==> src/sv/assert_macros.svh <==
// Assertion macros shared by the downsampler RTL.
// Needs a signal named clk and a signal named rst in the scope of each use.
`ifndef ASSERT_MACROS_SVH
`define ASSERT_MACROS_SVH

// The condition must hold in the same cycle as the trigger.
`define CHECK_SAME(lbl, trig, cond, msg) \
  lbl: assert property (@(posedge clk) disable iff (rst) (trig) |-> (cond)) else $error(msg);

// The condition must hold in the cycle after the trigger.
`define CHECK_NEXT(lbl, trig, cond, msg) \
  lbl: assert property (@(posedge clk) disable iff (rst) (trig) |=> (cond)) else $error(msg);

`endif

==> src/sv/bd_pkg.sv <==
// Package for the 2x2 box downsampler: sizes, register codes and shared types.
// No dependencies.
`timescale 1ns / 1ps

package bd_pkg;

  localparam int MAX_WIDTH    = 1024;
  localparam int MAX_HEIGHT   = 4096;
  localparam int LINE_DEPTH   = MAX_WIDTH / 2;
  localparam int COL_W        = $clog2(MAX_WIDTH);
  localparam int IDX_W        = $clog2(LINE_DEPTH);
  localparam int ROW_W        = $clog2(MAX_HEIGHT);

  localparam int WIDTH_REG_W  = 11;
  localparam int HEIGHT_REG_W = 13;
  // Width comparisons need room for both the register and the largest width.
  localparam int WCMP_W = (WIDTH_REG_W > COL_W + 1) ? WIDTH_REG_W : COL_W + 1;

  localparam int WIDTH_RESET  = 512;
  localparam int HEIGHT_RESET = 512;

  localparam int CFG_IDX_W  = 2;
  localparam int CFG_DATA_W = HEIGHT_REG_W;

  localparam logic [CFG_IDX_W-1:0] REG_IMAGE_WIDTH  = 2'd0;
  localparam logic [CFG_IDX_W-1:0] REG_IMAGE_HEIGHT = 2'd1;

  localparam int CHAN_W = 8;
  localparam int PAIR_W = CHAN_W + 1;
  localparam int QUAD_W = CHAN_W + 2;

  typedef struct packed {
    logic [PAIR_W-1:0] r;
    logic [PAIR_W-1:0] g;
    logic [PAIR_W-1:0] b;
  } pair_sum_t;

  typedef struct packed {
    logic [CHAN_W-1:0] r;
    logic [CHAN_W-1:0] g;
    logic [CHAN_W-1:0] b;
  } pixel_t;

  // Hand-off from the front end to the merge stage.
  typedef struct packed {
    logic issue;
    logic last;
  } front_ctl_t;

endpackage

==> src/sv/bd_merge.sv <==
// Merge stage: adds the fetched line sums to the current pair sums and holds
// the result in an output register. Depends on bd_pkg and assert_macros.svh.
`timescale 1ns / 1ps
`include "assert_macros.svh"

module bd_merge (
  input  logic                      clk,
  input  logic                      rst,
  input  bd_pkg::front_ctl_t        ctl,
  input  bd_pkg::pair_sum_t         pair_sum,
  input  bd_pkg::pair_sum_t         line_sum,
  output logic                      in_ready,
  output logic                      out_valid,
  input  logic                      out_ready,
  output bd_pkg::pixel_t            out_pixel,
  output logic                      out_last
);
  import bd_pkg::*;

  logic              s1_valid;
  pair_sum_t         s1_sum;
  logic              s1_last;
  logic              move;
  logic [QUAD_W-1:0] tot_r;
  logic [QUAD_W-1:0] tot_g;
  logic [QUAD_W-1:0] tot_b;

  // The stage moves on whenever the output register is empty or being emptied.
  assign move     = s1_valid && (!out_valid || out_ready);
  assign in_ready = !s1_valid || move;

  assign tot_r = {1'b0, s1_sum.r} + {1'b0, line_sum.r};
  assign tot_g = {1'b0, s1_sum.g} + {1'b0, line_sum.g};
  assign tot_b = {1'b0, s1_sum.b} + {1'b0, line_sum.b};

  always_ff @(posedge clk) begin
    if (rst) begin
      s1_valid <= 1'b0;
    end else if (ctl.issue) begin
      s1_valid <= 1'b1;
    end else if (move) begin
      s1_valid <= 1'b0;
    end
  end

  always_ff @(posedge clk) begin
    if (ctl.issue) begin
      s1_sum  <= pair_sum;
      s1_last <= ctl.last;
    end
  end

  always_ff @(posedge clk) begin
    if (rst) begin
      out_valid <= 1'b0;
    end else if (move) begin
      out_valid <= 1'b1;
    end else if (out_ready) begin
      out_valid <= 1'b0;
    end
  end

  // Dividing the four-value sum by four keeps its top eight bits.
  always_ff @(posedge clk) begin
    if (move) begin
      out_pixel.r <= tot_r[QUAD_W-1:2];
      out_pixel.g <= tot_g[QUAD_W-1:2];
      out_pixel.b <= tot_b[QUAD_W-1:2];
      out_last    <= s1_last;
    end
  end

  `CHECK_SAME(a_issue_has_slot, ctl.issue, !s1_valid || move, "item issued into a busy stage")
  `CHECK_NEXT(a_move_fills_out, move, out_valid, "moved item did not reach the output")
  `CHECK_NEXT(a_stall_holds, s1_valid && !move, s1_valid && $stable(s1_sum), "stalled stage lost its item")

endmodule

==> config.mk <==
export PLATFORM = sky130hd
export DESIGN_NAME = bd_merge
export DESIGN_NICKNAME = d
export VERILOG_FILES = /design/src/sv/bd_pkg.sv /design/src/sv/bd_merge.sv
export VERILOG_INCLUDE_DIRS = /design/src /design/src/sv
export SDC_FILE = /design/constraint.sdc
export NUM_CORES = 1
export LEC_CHECK = 0
export ABC_AREA = 1
export BUFFER_PORTS_ARGS = -buffer_cell sky130_fd_sc_hd__buf_2
export CORE_AREA = 2 2 94 105
export CTS_BUF_LIST = sky130_fd_sc_hd__clkbuf_8
export DETAILED_ROUTE_END_ITERATION = 8
export DIE_AREA = 0 0 96 107
export PLACE_DENSITY = 0.51
export SLEW_MARGIN = 20
export SYNTH_ARGS = -nofsm -noshare
export SYNTH_HDL_FRONTEND = slang
export SYNTH_SLANG_ARGS = --single-unit
==> constraint.sdc <==
create_clock -name clk -period 3.6 [get_ports clk]
set_input_delay 0.36 -clock clk [delete_from_list [all_inputs] [get_ports clk]]
set_output_delay 0.36 -clock clk [all_outputs]
set_load 0.05 [all_outputs]
==> reports/results.ini <==
[grt]
globalRouteTotalUtil_pct = 11.7
grt_max_degree = 30
overflow = 0
grt_pass1_vias = 2104
grt_pass1_wl_um = 9190
antenna_found_initial = 0

[sta]
clock_skew_ns = 0.00686
fin_crit_sh_pct = 42.2
grt_setup_unrepaired = no
final_hold_viol_count = 0
holdWs_ns = 0.221
relSlewSlack_pct = 54.1
setup_viol = 0
worst_pin_slew_ns = 0.689
fmax_mhz = 659
fin_crit_ns = 1.52
final.setup.tns_ns = 0
drv_slew = 0

[yosys]
ys_ff_latch = 55
syn_area_sq_um = 2870
synthSimpleGateAreaFrac_pct = 18.8
yosys.area_share.adder_pct = 10.5
syn_area_per_cell_sq_um = 10.2
syn-num-nets = 365
synthCells = 282
yosysWarnings = 0
synth_top_family_by_area = simple AND/OR/NAND/NOR gates
yosysUniqueCellTypes = 21
synth-xor-area-share_pct = 2.75
synth-seq-area-share_pct = 56.9
synth_compound_area_share_pct = 4.76
yosys-mux-area-fraction_pct = 0
synthArstFlopShare_pct = 0
ys.flop_type = edfxtp_1
synth_top_area_share_pct = 55.5
yosysTopAreaCell = edfxtp_1
netlist_top_cells_area = edfxtp_1, ha_1, nand2_1, inv_1, nand2_2
synth_edf_count = 53

[detailed_routing]
drtPass1Iterations = 4
vias = 2121
viasPerCell = 4.30
drc = 0
postRouteAntennaNets = 0
wl_per_cell_um = 11.2
routed_wl_um = 5500
drt_iter0_drc = 63

[clocking]
cts.sinks = 55
clk_pin_slew_ns = 0.10
clockRootBuffer = clkbuf_8
cts_made_buffers = 5
cts_hold_buffers = 0
worstSkewPairLatency_ns = 0.30
ctsResizeCount = 0
clock_path_buffers = 2
cts_tree = done
cts.htree.levels = 2
post-cts-setup-buffers = 0

[run_status]
status = completed

[floorplanning]
die_h_um = 107
die_w_um = 96
start_util_pct = 31.1
dieArea_sq_um = 10300
coreArea_sq_um = 9210
placement_rows = 37
ioPinCount = 86

[power]
ir_worst_vdd_mv = 0.183
p_leak_nw = 1.73
p_per_area_nw_per_um2 = 437

[final_layout]
drive_above_1_share_pct = 32.4
final_core_util_pct = 38.5
antennaDiodeCount = 0
syn_to_final_growth_pct = 23.8
nNetsFinal = 458

[critical_path]
r2r_cells = 7
critPathCaptureType = flip-flop
critPathKind = flip-flop to flip-flop
critPathRequiredTime_ns = 3.67
worstSetupStartpointType = flip-flop
cp.arrival_ns = 1.59
cp_max_fo = 4

[placement]
io_buffers = 85
dp_hpwl_um = 4440
place_congestion = 0.794

[min_path]
hold_path_class = input pin to flip-flop
min_path_cells = 2

[flow_run]
maxCapViolCount = 0

-- placed cells by master (no fill, tap or decap), types with 3 or more instances in the layout --
cell / synthesis / layout
nor2_1: 8 / 8
nand2_1: 77 / 77
o21ai_1: 3 / 3
a21oi_2: 2 / 3
nand3_1: 16 / 16
ha_1: 24 / 24
inv_1: 41 / 42
buf_2: 0 / 85
nand2_2: 14 / 14
a21oi_1: 12 / 11
xor2_1: 9 / 9
nor2_2: 3 / 3
clkbuf_8: 0 / 7
o21ai_2: 3 / 3
inv_2: 5 / 5
edfxtp_1: 53 / 53
-- per-layer routing --
layer / GRT usage, % / vias up / wire (um) / part of all wire [%]
li1: - / 1112 / - / -
met1: 12.3 / 951 / 2110 / 38
met2: 21.5 / 51 / 2940 / 53
met3: 3.16 / 7 / 336 / 6.1
met4: 4.39 / 0 / 114 / 2.1
met5: 0 / - / 0 / 0
-- cell usage after synthesis (3+ instances only) --
| library cell | n |
|---|---|
| nor2_2 | 3 |
| nand2_1 | 77 |
| nor2_1 | 8 |
| inv_1 | 41 |
| o21ai_1 | 3 |
| edfxtp_1 | 53 |
| ha_1 | 24 |
| xor2_1 | 9 |
| nand2_2 | 14 |
| inv_2 | 5 |
| nand3_1 | 16 |
| o21ai_2 | 3 |
| a21oi_1 | 12 |
-- sequential cells by signal, summed over array words and instances (netlist names) --
register / cells
s1_sum: 27
out_pixel: 24
out_last: 1
out_valid: 1
s1_last: 1
s1_valid: 1
-- worst max-delay path, cell delays in order, from the launching register on --
cell      delay, ns
edfxtp_1       0.39
ha_1           0.34
a21oi_1        0.15
nand2_1        0.13
nand2_1        0.10
nand3_1        0.07
nand2_1        0.06
nand2_1        0.04
-- where the power goes --
part | internal (mW) | switching, mW | leakage, nW
combinational | 0.131 | 0.266 | 1.14
clock | 0.173 | 0.194 | 0.0557
sequential | 0.773 | 0.0140 | 0.526
-- final timing paths --
check                                          from                endpoint  slack [ns]
worst min-delay path                            rst  out_valid$_SDFFE_PP0P_        0.22
worst max-delay path            s1_sum[2]$_DFFE_PP_  out_pixel[3]$_DFFE_PP_        2.08
worst max register to register  s1_sum[2]$_DFFE_PP_  out_pixel[3]$_DFFE_PP_        2.08
worst min register to register    s1_last$_DFFE_PP_      out_last$_DFFE_PP_        0.44
-- per-stage QoR --
stage          area [sq um]  setup slack (ns)  instances  power (mW)
2_1_floorplan          2870              1.35        282        1.09
5_1_grt                3550              1.95        493        1.65
3_3_place_gp           3450              2.00        485        1.20
4_1_cts                3550              2.08        493        1.58
6_report               3550              2.08        493        1.55
3_5_place_dp           3450              1.98        485        1.20
-- cell type report --
cell class / count / area (sq um)
clock buffer: 7 / 96.3
clock inverter: 1 / 3.75
fill: 960 / 5660
inverter: 48 / 180
multi-input combinational: 179 / 1060
sequential: 55 / 1630
tap: 117 / 146
timing repair buffer: 86 / 433
-- logic make-up after synthesis --
group	count (synthesis)
AOI/OAI and AO/OA	23
xor gates and xnor gates	9
adders and majority gates	24
buffers and inverters	48
DFF	55
and+or+nand+nor	123
Note: power is estimated with default switching activity, not from simulation.
