## src/sv/assert_macros.svh

```systemverilog
// Assertion macros shared by the downsampler RTL.
// Needs a signal named clk and a signal named rst in the scope of each use.
`ifndef ASSERT_MACROS_SVH
`define ASSERT_MACROS_SVH

// The condition must hold in the same cycle as the trigger.
`define CHECK_SAME(lbl, trig, cond, msg) \
  lbl: assert property (@(posedge clk) disable iff (rst) (trig) |-> (cond)) else $error(msg);

// The condition must hold in the cycle after the trigger.
`define CHECK_NEXT(lbl, trig, cond, msg) \
  lbl: assert property (@(posedge clk) disable iff (rst) (trig) |=> (cond)) else $error(msg);

`endif

```

## src/sv/bd_pkg.sv

```systemverilog
// Package for the 2x2 box downsampler: sizes, register codes and shared types.
// No dependencies.
`timescale 1ns / 1ps

package bd_pkg;

  localparam int MAX_WIDTH    = 1024;
  localparam int MAX_HEIGHT   = 4096;
  localparam int LINE_DEPTH   = MAX_WIDTH / 2;
  localparam int COL_W        = $clog2(MAX_WIDTH);
  localparam int IDX_W        = $clog2(LINE_DEPTH);
  localparam int ROW_W        = $clog2(MAX_HEIGHT);

  localparam int WIDTH_REG_W  = 11;
  localparam int HEIGHT_REG_W = 13;
  // Width comparisons need room for both the register and the largest width.
  localparam int WCMP_W = (WIDTH_REG_W > COL_W + 1) ? WIDTH_REG_W : COL_W + 1;

  localparam int WIDTH_RESET  = 512;
  localparam int HEIGHT_RESET = 512;

  localparam int CFG_IDX_W  = 2;
  localparam int CFG_DATA_W = HEIGHT_REG_W;

  localparam logic [CFG_IDX_W-1:0] REG_IMAGE_WIDTH  = 2'd0;
  localparam logic [CFG_IDX_W-1:0] REG_IMAGE_HEIGHT = 2'd1;

  localparam int CHAN_W = 8;
  localparam int PAIR_W = CHAN_W + 1;
  localparam int QUAD_W = CHAN_W + 2;

  typedef struct packed {
    logic [PAIR_W-1:0] r;
    logic [PAIR_W-1:0] g;
    logic [PAIR_W-1:0] b;
  } pair_sum_t;

  typedef struct packed {
    logic [CHAN_W-1:0] r;
    logic [CHAN_W-1:0] g;
    logic [CHAN_W-1:0] b;
  } pixel_t;

  // Hand-off from the front end to the merge stage.
  typedef struct packed {
    logic issue;
    logic last;
  } front_ctl_t;

endpackage

```

## src/sv/bd_front.sv

```systemverilog
// Front end: size registers, raster counters, held pixel and horizontal pair sums.
// Drives the line store ports. Depends on bd_pkg.
`timescale 1ns / 1ps

module bd_front (
  input  logic                          clk,
  input  logic                          rst,
  input  logic                          cfg_write,
  input  logic [bd_pkg::CFG_IDX_W-1:0]  cfg_index,
  input  logic [bd_pkg::CFG_DATA_W-1:0] cfg_data,
  input  logic                          accept,
  input  bd_pkg::pixel_t                pixel,
  output logic                          ram_we,
  output logic [bd_pkg::IDX_W-1:0]      ram_waddr,
  output bd_pkg::pair_sum_t             ram_wdata,
  output logic                          ram_re,
  output logic [bd_pkg::IDX_W-1:0]      ram_raddr,
  output bd_pkg::front_ctl_t            ctl,
  output bd_pkg::pair_sum_t             pair_sum
);
  import bd_pkg::*;

  logic [WIDTH_REG_W-1:0]  image_width;
  logic [HEIGHT_REG_W-1:0] image_height;
  logic [COL_W-1:0]        column_count;
  logic [ROW_W-1:0]        row_count;
  pixel_t                  held_pixel;

  logic [WCMP_W-1:0]       eff_w;
  logic [HEIGHT_REG_W-1:0] eff_h;
  logic [WCMP_W-1:0]       col_inc;
  logic [HEIGHT_REG_W-1:0] row_inc;
  logic [WCMP_W-1:0]       last_col;
  logic [HEIGHT_REG_W-1:0] last_row;
  logic                    odd_col;
  logic                    odd_row;
  logic [IDX_W-1:0]        idx;

  always_ff @(posedge clk) begin
    if (rst) begin
      image_width  <= WIDTH_REG_W'(WIDTH_RESET);
      image_height <= HEIGHT_REG_W'(HEIGHT_RESET);
    end else if (cfg_write) begin
      unique case (cfg_index)
        REG_IMAGE_WIDTH:  image_width  <= cfg_data[WIDTH_REG_W-1:0];
        REG_IMAGE_HEIGHT: image_height <= cfg_data[HEIGHT_REG_W-1:0];
        default: ;
      endcase
    end
  end

  // Sizes outside the supported range are saturated.
  always_comb begin
    eff_w = WCMP_W'(image_width);
    if (eff_w < WCMP_W'(2)) begin
      eff_w = WCMP_W'(2);
    end else if (eff_w > WCMP_W'(MAX_WIDTH)) begin
      eff_w = WCMP_W'(MAX_WIDTH);
    end
    eff_h = image_height;
    if (eff_h < HEIGHT_REG_W'(2)) begin
      eff_h = HEIGHT_REG_W'(2);
    end else if (eff_h > HEIGHT_REG_W'(MAX_HEIGHT)) begin
      eff_h = HEIGHT_REG_W'(MAX_HEIGHT);
    end
  end

  assign col_inc  = WCMP_W'(column_count) + WCMP_W'(1);
  assign row_inc  = HEIGHT_REG_W'(row_count) + HEIGHT_REG_W'(1);
  assign last_col = {eff_w[WCMP_W-1:1], 1'b0} - WCMP_W'(1);
  assign last_row = {eff_h[HEIGHT_REG_W-1:1], 1'b0} - HEIGHT_REG_W'(1);
  assign odd_col  = column_count[0];
  assign odd_row  = row_count[0];
  assign idx      = column_count[COL_W-1:1];

  assign pair_sum.r = {1'b0, held_pixel.r} + {1'b0, pixel.r};
  assign pair_sum.g = {1'b0, held_pixel.g} + {1'b0, pixel.g};
  assign pair_sum.b = {1'b0, held_pixel.b} + {1'b0, pixel.b};

  // Even rows store the pair sums; odd rows fetch them for the merge stage.
  // A write and the read of the same entry are at least one item apart, and
  // the write lands at the edge that accepts it, so no forwarding is needed.
  assign ram_we    = accept && odd_col && !odd_row;
  assign ram_waddr = idx;
  assign ram_wdata = pair_sum;
  assign ram_re    = accept && odd_col && odd_row;
  assign ram_raddr = idx;

  assign ctl.issue = ram_re;
  assign ctl.last  = (WCMP_W'(column_count) == last_col) &&
                     (HEIGHT_REG_W'(row_count) == last_row);

  always_ff @(posedge clk) begin
    if (rst) begin
      column_count <= '0;
      row_count    <= '0;
      held_pixel   <= '0;
    end else if (accept) begin
      if (!odd_col) begin
        held_pixel <= pixel;
      end
      if (col_inc >= eff_w) begin
        column_count <= '0;
        row_count    <= (row_inc >= eff_h) ? '0 : row_inc[ROW_W-1:0];
      end else begin
        column_count <= col_inc[COL_W-1:0];
      end
    end
  end

endmodule

```

## config.mk

```make
export PLATFORM = sky130hd
export DESIGN_NAME = bd_front
export DESIGN_NICKNAME = d
export VERILOG_FILES = /design/src/sv/assert_macros.svh /design/src/sv/bd_pkg.sv /design/src/sv/bd_front.sv
export SDC_FILE = /design/constraint.sdc
export NUM_CORES = 1
export LEC_CHECK = 0
export BUFFER_PORTS_ARGS = -buffer_cell sky130_fd_sc_hd__buf_2
export CELL_PAD_IN_SITES_DETAIL_PLACEMENT = 1
export CELL_PAD_IN_SITES_GLOBAL_PLACEMENT = 2
export CORE_MARGIN = 2
export CORE_UTILIZATION = 32
export DETAILED_ROUTE_END_ITERATION = 8
export GPL_TIMING_DRIVEN = 0
export PLACE_DENSITY = 0.8
export SLEW_MARGIN = 0
export SYNTH_ARGS = -nofsm -noshare
export SYNTH_HDL_FRONTEND = slang
export SYNTH_SLANG_ARGS = --single-unit
```

## constraint.sdc

```tcl
create_clock -name clk -period 3.6 [get_ports clk]
set_clock_uncertainty 0.1 [all_clocks]
set_input_delay 0.36 -clock clk [delete_from_list [all_inputs] [get_ports clk]]
set_output_delay 0.36 -clock clk [all_outputs]
set_load 0.03 [all_outputs]
```

==> reports/results.tsv, run 1 <==
metric	value	unit
critical-path-slowest-cell	nor4_2	
cts_tree	built	
synth_top_area_share	24.8	%
critPathRequiredTime	3.14	ns
slowest_delay	0.39	ns
whs	0.144	ns
stdcell_count	1101	
worstPathCellList	buf_6 -> nor3_4 -> nand2_2 -> nor2_4 -> o21ai_4 -> ha_4 -> nor3b_4 -> buf_6 -> buf_6 -> a221oi_4 -> nor3_2 -> nor4_1 -> nand4_1 -> nor4_2 -> buf_4	
arrival	3.25	ns
finalMaxSlewViolations	0	
cts-root-buf	clkbuf_16	
rsz0062_at_grt	true	
syn_area	0.00565	mm2
gp_congestion	0.935	
dp.cells	1082	
final_cell_mix	119 x nand2_1, 119 x buf_2, 65 x a21oi_1, 61 x buf_4, 50 x ha_1	
yosys-top-cells-area	dfxtp_1 25%, ha_1 12%, nand2_1 8.0%, buf_4 6.1%, a21oi_1 5.9%	
max_freq	269	MHz
vias	5669	
hp-class	input port to flip-flop	
clock_path_buffers	2	
ys_seq_elements	70	
synth-seq-area-share	24.8	%
drt_wl_total	18800	um
dpl.hpwl	14800	um
grt_pass1_vias	5813	
worstPathMaxFanout	5	
hold_violations	0	
synth_flop_cell	dfxtp_1	
drt-initial-drc-count	193	
antenna_left	0	
die_w	137	um
syn_area_per_cell	7.64	um2
initial_utilization	32.7	%
diodes	0	
ir_worst_vdd	222	uV
synth_edf_count	0	
synth-async-reset-ratio	0	%
yosysTopAreaCell	dfxtp_1	
cp-end-kind	output pin	
fin_tns_setup	-0.113	ns
ys_types	63	
drive_gt1_share	29.8	%
syn-num-nets	838	
h-tree-depth	3	
die-area	0.0187	mm2
avgRoutedWirePerCell	17.1	um
dr.pass1.iters	4	
drv_cap	0	
die_y	137	um
pin_count	119	
rows	48	
finalSetupViolCount	1	
cts_hold_buffers	0	
nNetsFinal	971	
antenna_found_initial	0	
vias_per_cell	5.15	
yosys_warnings	0	
grt_start_max_net_pins	11	
clkSinkCount	70	
status	complete, but fails checks	
slew_headroom	35.8	%
overflow	0	
portBuffers	117	
core-area	0.0173	mm2
place_ws	-0.706	ns
power_density	371	mW/mm2
worst_slew_pin_slew	0.961	ns
postLayoutSetupSlackWorst	-0.113	ns
cp_common_cell	buf_6	
netlist_instances	740	
start_kind	flip-flop	
clkTransAtPathRegs	0.05	ns
track_usage	20.6	%
min_period	3.71	ns
violations	setup timing	
syn2layout_area_growth	26.4	%
clk_latency	0.34	ns
cts_inserted_buffers	9	
leakagePower	3.30	nW
period_share	103	%
grt_pass1_wl	30000	um
path_class	flip-flop to output pin	
drc	0	
power by group:
part | switching [mW] | total [mW] | internal, mW
logic | 0.555 | 0.898 | 0.343
clock network | 0.344 | 0.912 | 0.568
registers | 0.0361 | 0.841 | 0.805
total | 0.936 | 2.65 | 1.72
routing by layer:
layer / up-vias / part of all wire (%) / GRT usage [%]
li1: 2806 / - / -
met1: 2695 / 44 / 25.0
met2: 142 / 49 / 36.7
met3: 26 / 4.5 / 2.74
met4: 0 / 2.4 / 7.96
met5: - / 0 / 0
cells by family (layout without fill, tap and decap cells):
| family | count (synthesis) | after routing | synth area share, % |
|---|---|---|---|
| adder cells (fa/ha/maj) | 55 | 55 | 12.6 |
| AO/OA/AOI/OAI | 168 | 168 | 18.9 |
| buffers and inverters | 116 | 252 | 11.0 |
| flip-flops | 70 | 70 | 24.8 |
| XOR/XNOR | 46 | 46 | 7.13 |
| multiplexers | 12 | 12 | 2.17 |
| AND/OR/NAND/NOR | 273 | 273 | 23.4 |
sequential cells by signal, summed over array words and instances (netlist names):
signal	count
row_count	12
held_pixel	24
column_count	10
image_height	13
image_width	11
per-stage QoR:
stage               util, %  cell area (um2)  total power [mW]
global placement       37.7             6520              1.68
global route           41.3             7140              2.79
detailed placement     37.7             6520              1.70
floorplan                 -             5650              1.46
finish                 41.3             7140              2.65
CTS                    40.8             7060              2.67
repair_timing:
| action | in CTS | in global routing |
|---|---|---|
| resized for setup | 64 | 21 |
| setup endpoints to repair | 20 | 20 |
| setup buffers | 11 | 4 |
| endpoints found under the hold margin | 0 | 0 |
| pin swaps | 20 | 9 |
cells in the mapped netlist, types with 15 or more instances:
library cell / count
inv_1: 28
buf_4: 46
clkbuf_1: 34
nand3_1: 15
ha_1: 52
xnor2_1: 30
nand2_1: 121
nor2_1: 47
a21o_1: 15
xor2_1: 16
dfxtp_1: 70
o21ai_0: 25
a21oi_1: 67
critical path, delay by kind of cell, from the launching register on:
family	cells	cell delay, ns
AO/OA/AOI/OAI	2	0.38
adder cells (fa/ha/maj)	1	0.17
buffers and inverters	4	0.61
flip-flops	1	0.31
AND/OR/NAND/NOR	8	1.46
final cells by class:
type	instances	area, um2
plain buffers	78	514
clock buffers	13	260
clock inverters	1	30.0
fillers	2167	10200
inverters	28	105
multi-input cells	554	3800
flip-flops and latches	70	1440
well taps	225	282
repair buffers	132	708
path summary, 6_finish.rpt:
path,startpoint,endpoint,slack [ns],cells past startpoint
max,image_height[3]$_SDFFE_PP0P_,ctl[0],-0.11,15
min,cfg_data[9],image_width[9]$_SDFFE_PP1P_,0.14,2
max reg2reg,column_count[0]$_SDFFE_PP0P_,row_count[8]$_SDFFE_PP0P_,0.26,11
min reg2reg,held_pixel[5]$_SDFFE_PP0P_,held_pixel[5]$_SDFFE_PP0P_,0.36,2
Note: power is estimated with default switching activity, not from simulation.
==> run 2, diff against run 1 <==
GPL_TIMING_DRIVEN = not set   (was 0)
==> reports/results.tsv, run 2 (synthesized netlist as in run 1, its figures left out) <==
metric	value	unit	change
status	finished, final reports clean		was complete, but fails checks
cts_tree	built		unchanged
die_y	137	um	unchanged
die_w	137	um	unchanged
pin_count	119		unchanged
antenna_left	0		unchanged
top_regs	held_pixel x24, image_height x13, row_count x12		unchanged
switchingPower	0.947	mW	was 0.936 mW
portBuffers	118		was 117
gr-usage-met2	36.3	%	was 36.7%
top_register	held_pixel		unchanged
clkTransAtPathRegs	0.06	ns	was 0.05 ns
worst_slew_pin_slew	1.13	ns	was 0.961 ns
stdcell_count	1062		was 1101
h-tree-depth	3		unchanged
die-area	0.0187	mm2	unchanged
nNetsFinal	930		was 971
clk_latency	0.35	ns	was 0.34 ns
seqPwrFrac	31.2	%	was 31.7%
syn2layout_area_growth	22.4	%	was 26.4%
grt_pass1_wl	29000	um	was 30000 um
worstPathMaxFanout	4		was 5
overflow	0		unchanged
antenna_found_initial	0		unchanged
rows	48		unchanged
track_usage	20.0	%	was 20.6%
finalSetupViolCount	0		was 1
rr_worst_depth	11		unchanged
finalMaxSlewViolations	0		unchanged
slew_headroom	24.6	%	was 35.8%
cts_inserted_buffers	9		unchanged
grt-busiest-layer	met2		unchanged
hold_violations	0		unchanged
pwr-share-clk	37.2	%	was 34.4%
drv_cap	0		unchanged
vias_per_cell	5.15		about the same
period_share	98.3	%	was 103%
final_cell_mix	119 x nand2_1, 117 x buf_2, 67 x a21oi_1, 59 x dfxtp_1, 51 x buf_4		was 119 x nand2_1, 119 x buf_2, 65 x a21oi_1, 61 x buf_4, 50 x ha_1
clkSinkCount	70		unchanged
arrival	3.08	ns	was 3.25 ns
cts-root-buf	clkbuf_16		unchanged
vias	5466		was 5669
min_period	3.54	ns	was 3.71 ns
postLayoutSetupSlackWorst	0.0628	ns	was -0.113 ns
avgRoutedWirePerCell	17.2	um	was 17.1 um
grtUsageMet1	23.6	%	was 25.0%
sw_frac_of_total	35.7	%	was 35.3%
rsz0062_at_grt	true		unchanged
whs	0.145	ns	was 0.144 ns
leakagePower	3.17	nW	was 3.30 nW
place_ws	-0.0118	ns	was -0.706 ns
dr.pass1.iters	4		unchanged
gp_congestion	0.945		was 0.935
grt_start_max_net_pins	55		was 11
power_density	383	mW/mm2	was 371 mW/mm2
start_kind	flip-flop		unchanged
grt_pass1_vias	5701		was 5813
drc	0		unchanged
drt-initial-drc-count	152		was 193
dp.cells	1030		was 1082
core-area	0.0173	mm2	unchanged
power_frac_comb	31.6	%	was 33.9%
path_class	flip-flop to output pin		unchanged
max_freq	283	MHz	was 269 MHz
largest_reg_flops	24		unchanged
initial_utilization	32.7	%	unchanged
fin_tns_setup	0	ns	was -0.113 ns
critPathRequiredTime	3.14	ns	about the same
hold_path_depth	3		was 2
ir_worst_vdd	226	uV	was 222 uV
dpl.hpwl	14300	um	was 14800 um
cp-end-kind	output pin		unchanged
diodes	0		unchanged
power	2.65	mW	about the same
hp-class	input port to flip-flop		unchanged
p_int	1.70	mW	was 1.72 mW
drt_wl_total	18300	um	was 18800 um
drive_gt1_share	27.4	%	was 29.8%
clock_path_buffers	2		unchanged
use_met3	2.70	%	was 2.74%
final_common_cell	nand2_1		
[run 2: cell count changes in the layout (fill, tap and decap cells not counted), moves of 3 or more]
cell | previous run | this run
dfxtp_2 | 21 | 6
buf_4 | 61 | 51
dfxtp_4 | 2 | 5
clkbuf_1 | 22 | 0
clkbuf_8 | 3 | 0
buf_6 | 5 | 1
dfxtp_1 | 47 | 59
[run 2: path summary, 6_finish.rpt]
check | from | to | slack (ns)
hold reg to reg | held_pixel[8]$_SDFFE_PP0P_ | held_pixel[8]$_SDFFE_PP0P_ | 0.36
hold / removal | cfg_data[12] | image_height[12]$_SDFFE_PP0P_ | 0.15
setup reg to reg | column_count[0]$_SDFFE_PP0P_ | row_count[2]$_SDFFE_PP0P_ | 0.31
setup / recovery | image_height[9]$_SDFFE_PP1P_ | ctl[0] | 0.06
[run 2: stage by stage]
step / util, % / cell area (um2)
finish: 40.0 / 6920
global route: 40.0 / 6920
CTS: 39.2 / 6780
detailed placement: 36.3 / 6280
global placement: 36.3 / 6280
floorplan: - / 5650
[run 2: layout make-up]
type                            instances  area [um2]
Clock buffer                            9         225
Inverter                               28         105
Timing Repair Buffer                  169         980
Sequential cell                        70        1430
Fill cell                            2152       10400
Clock inverter                          7        97.6
Multi-Input combinational cell        554        3800
Tap cell                              225         282
[run 2: per-layer routing]
metal / vias to the layer above / wire length, um
li1: 2721 / -
met1: 2592 / 7930
met2: 128 / 9210
met3: 25 / 682
met4: 0 / 439
met5: - / 0
[run 2: what timing repair did]
action | in CTS | in global routing
setup endpoints to repair | 1 | 1
pin swaps | 16 | 18
gates cloned | 0 | 0
buffers inserted | 12 | 4
hold endpoints to repair | 0 | 0
gates resized for setup | 22 | 29
hold buffers | 0 | 0
[run 2: power groups by stage]
stage / clock network, mW / logic, mW / registers (mW)
after floorplan: 0 / 0.618 / 0.838
after global placement: 0 / 0.781 / 0.841
after detailed placement: 0 / 0.795 / 0.844
after CTS: 1.02 / 0.827 / 0.827
after global routing: 1.05 / 0.917 / 0.831
final: 0.986 / 0.839 / 0.827
[run 2: worst max-delay path, stage by stage (launching register included)]
cell	delay, ns
dfxtp_2	0.33
nor3_4	0.22
nand2_2	0.11
nor2_4	0.15
o21ai_4	0.07
ha_4	0.17
nor3b_4	0.16
buf_6	0.12
a221oi_1	0.35
nor3_1	0.11
nor4_2	0.20
nand4_1	0.16
nor4_2	0.35
buf_4	0.22
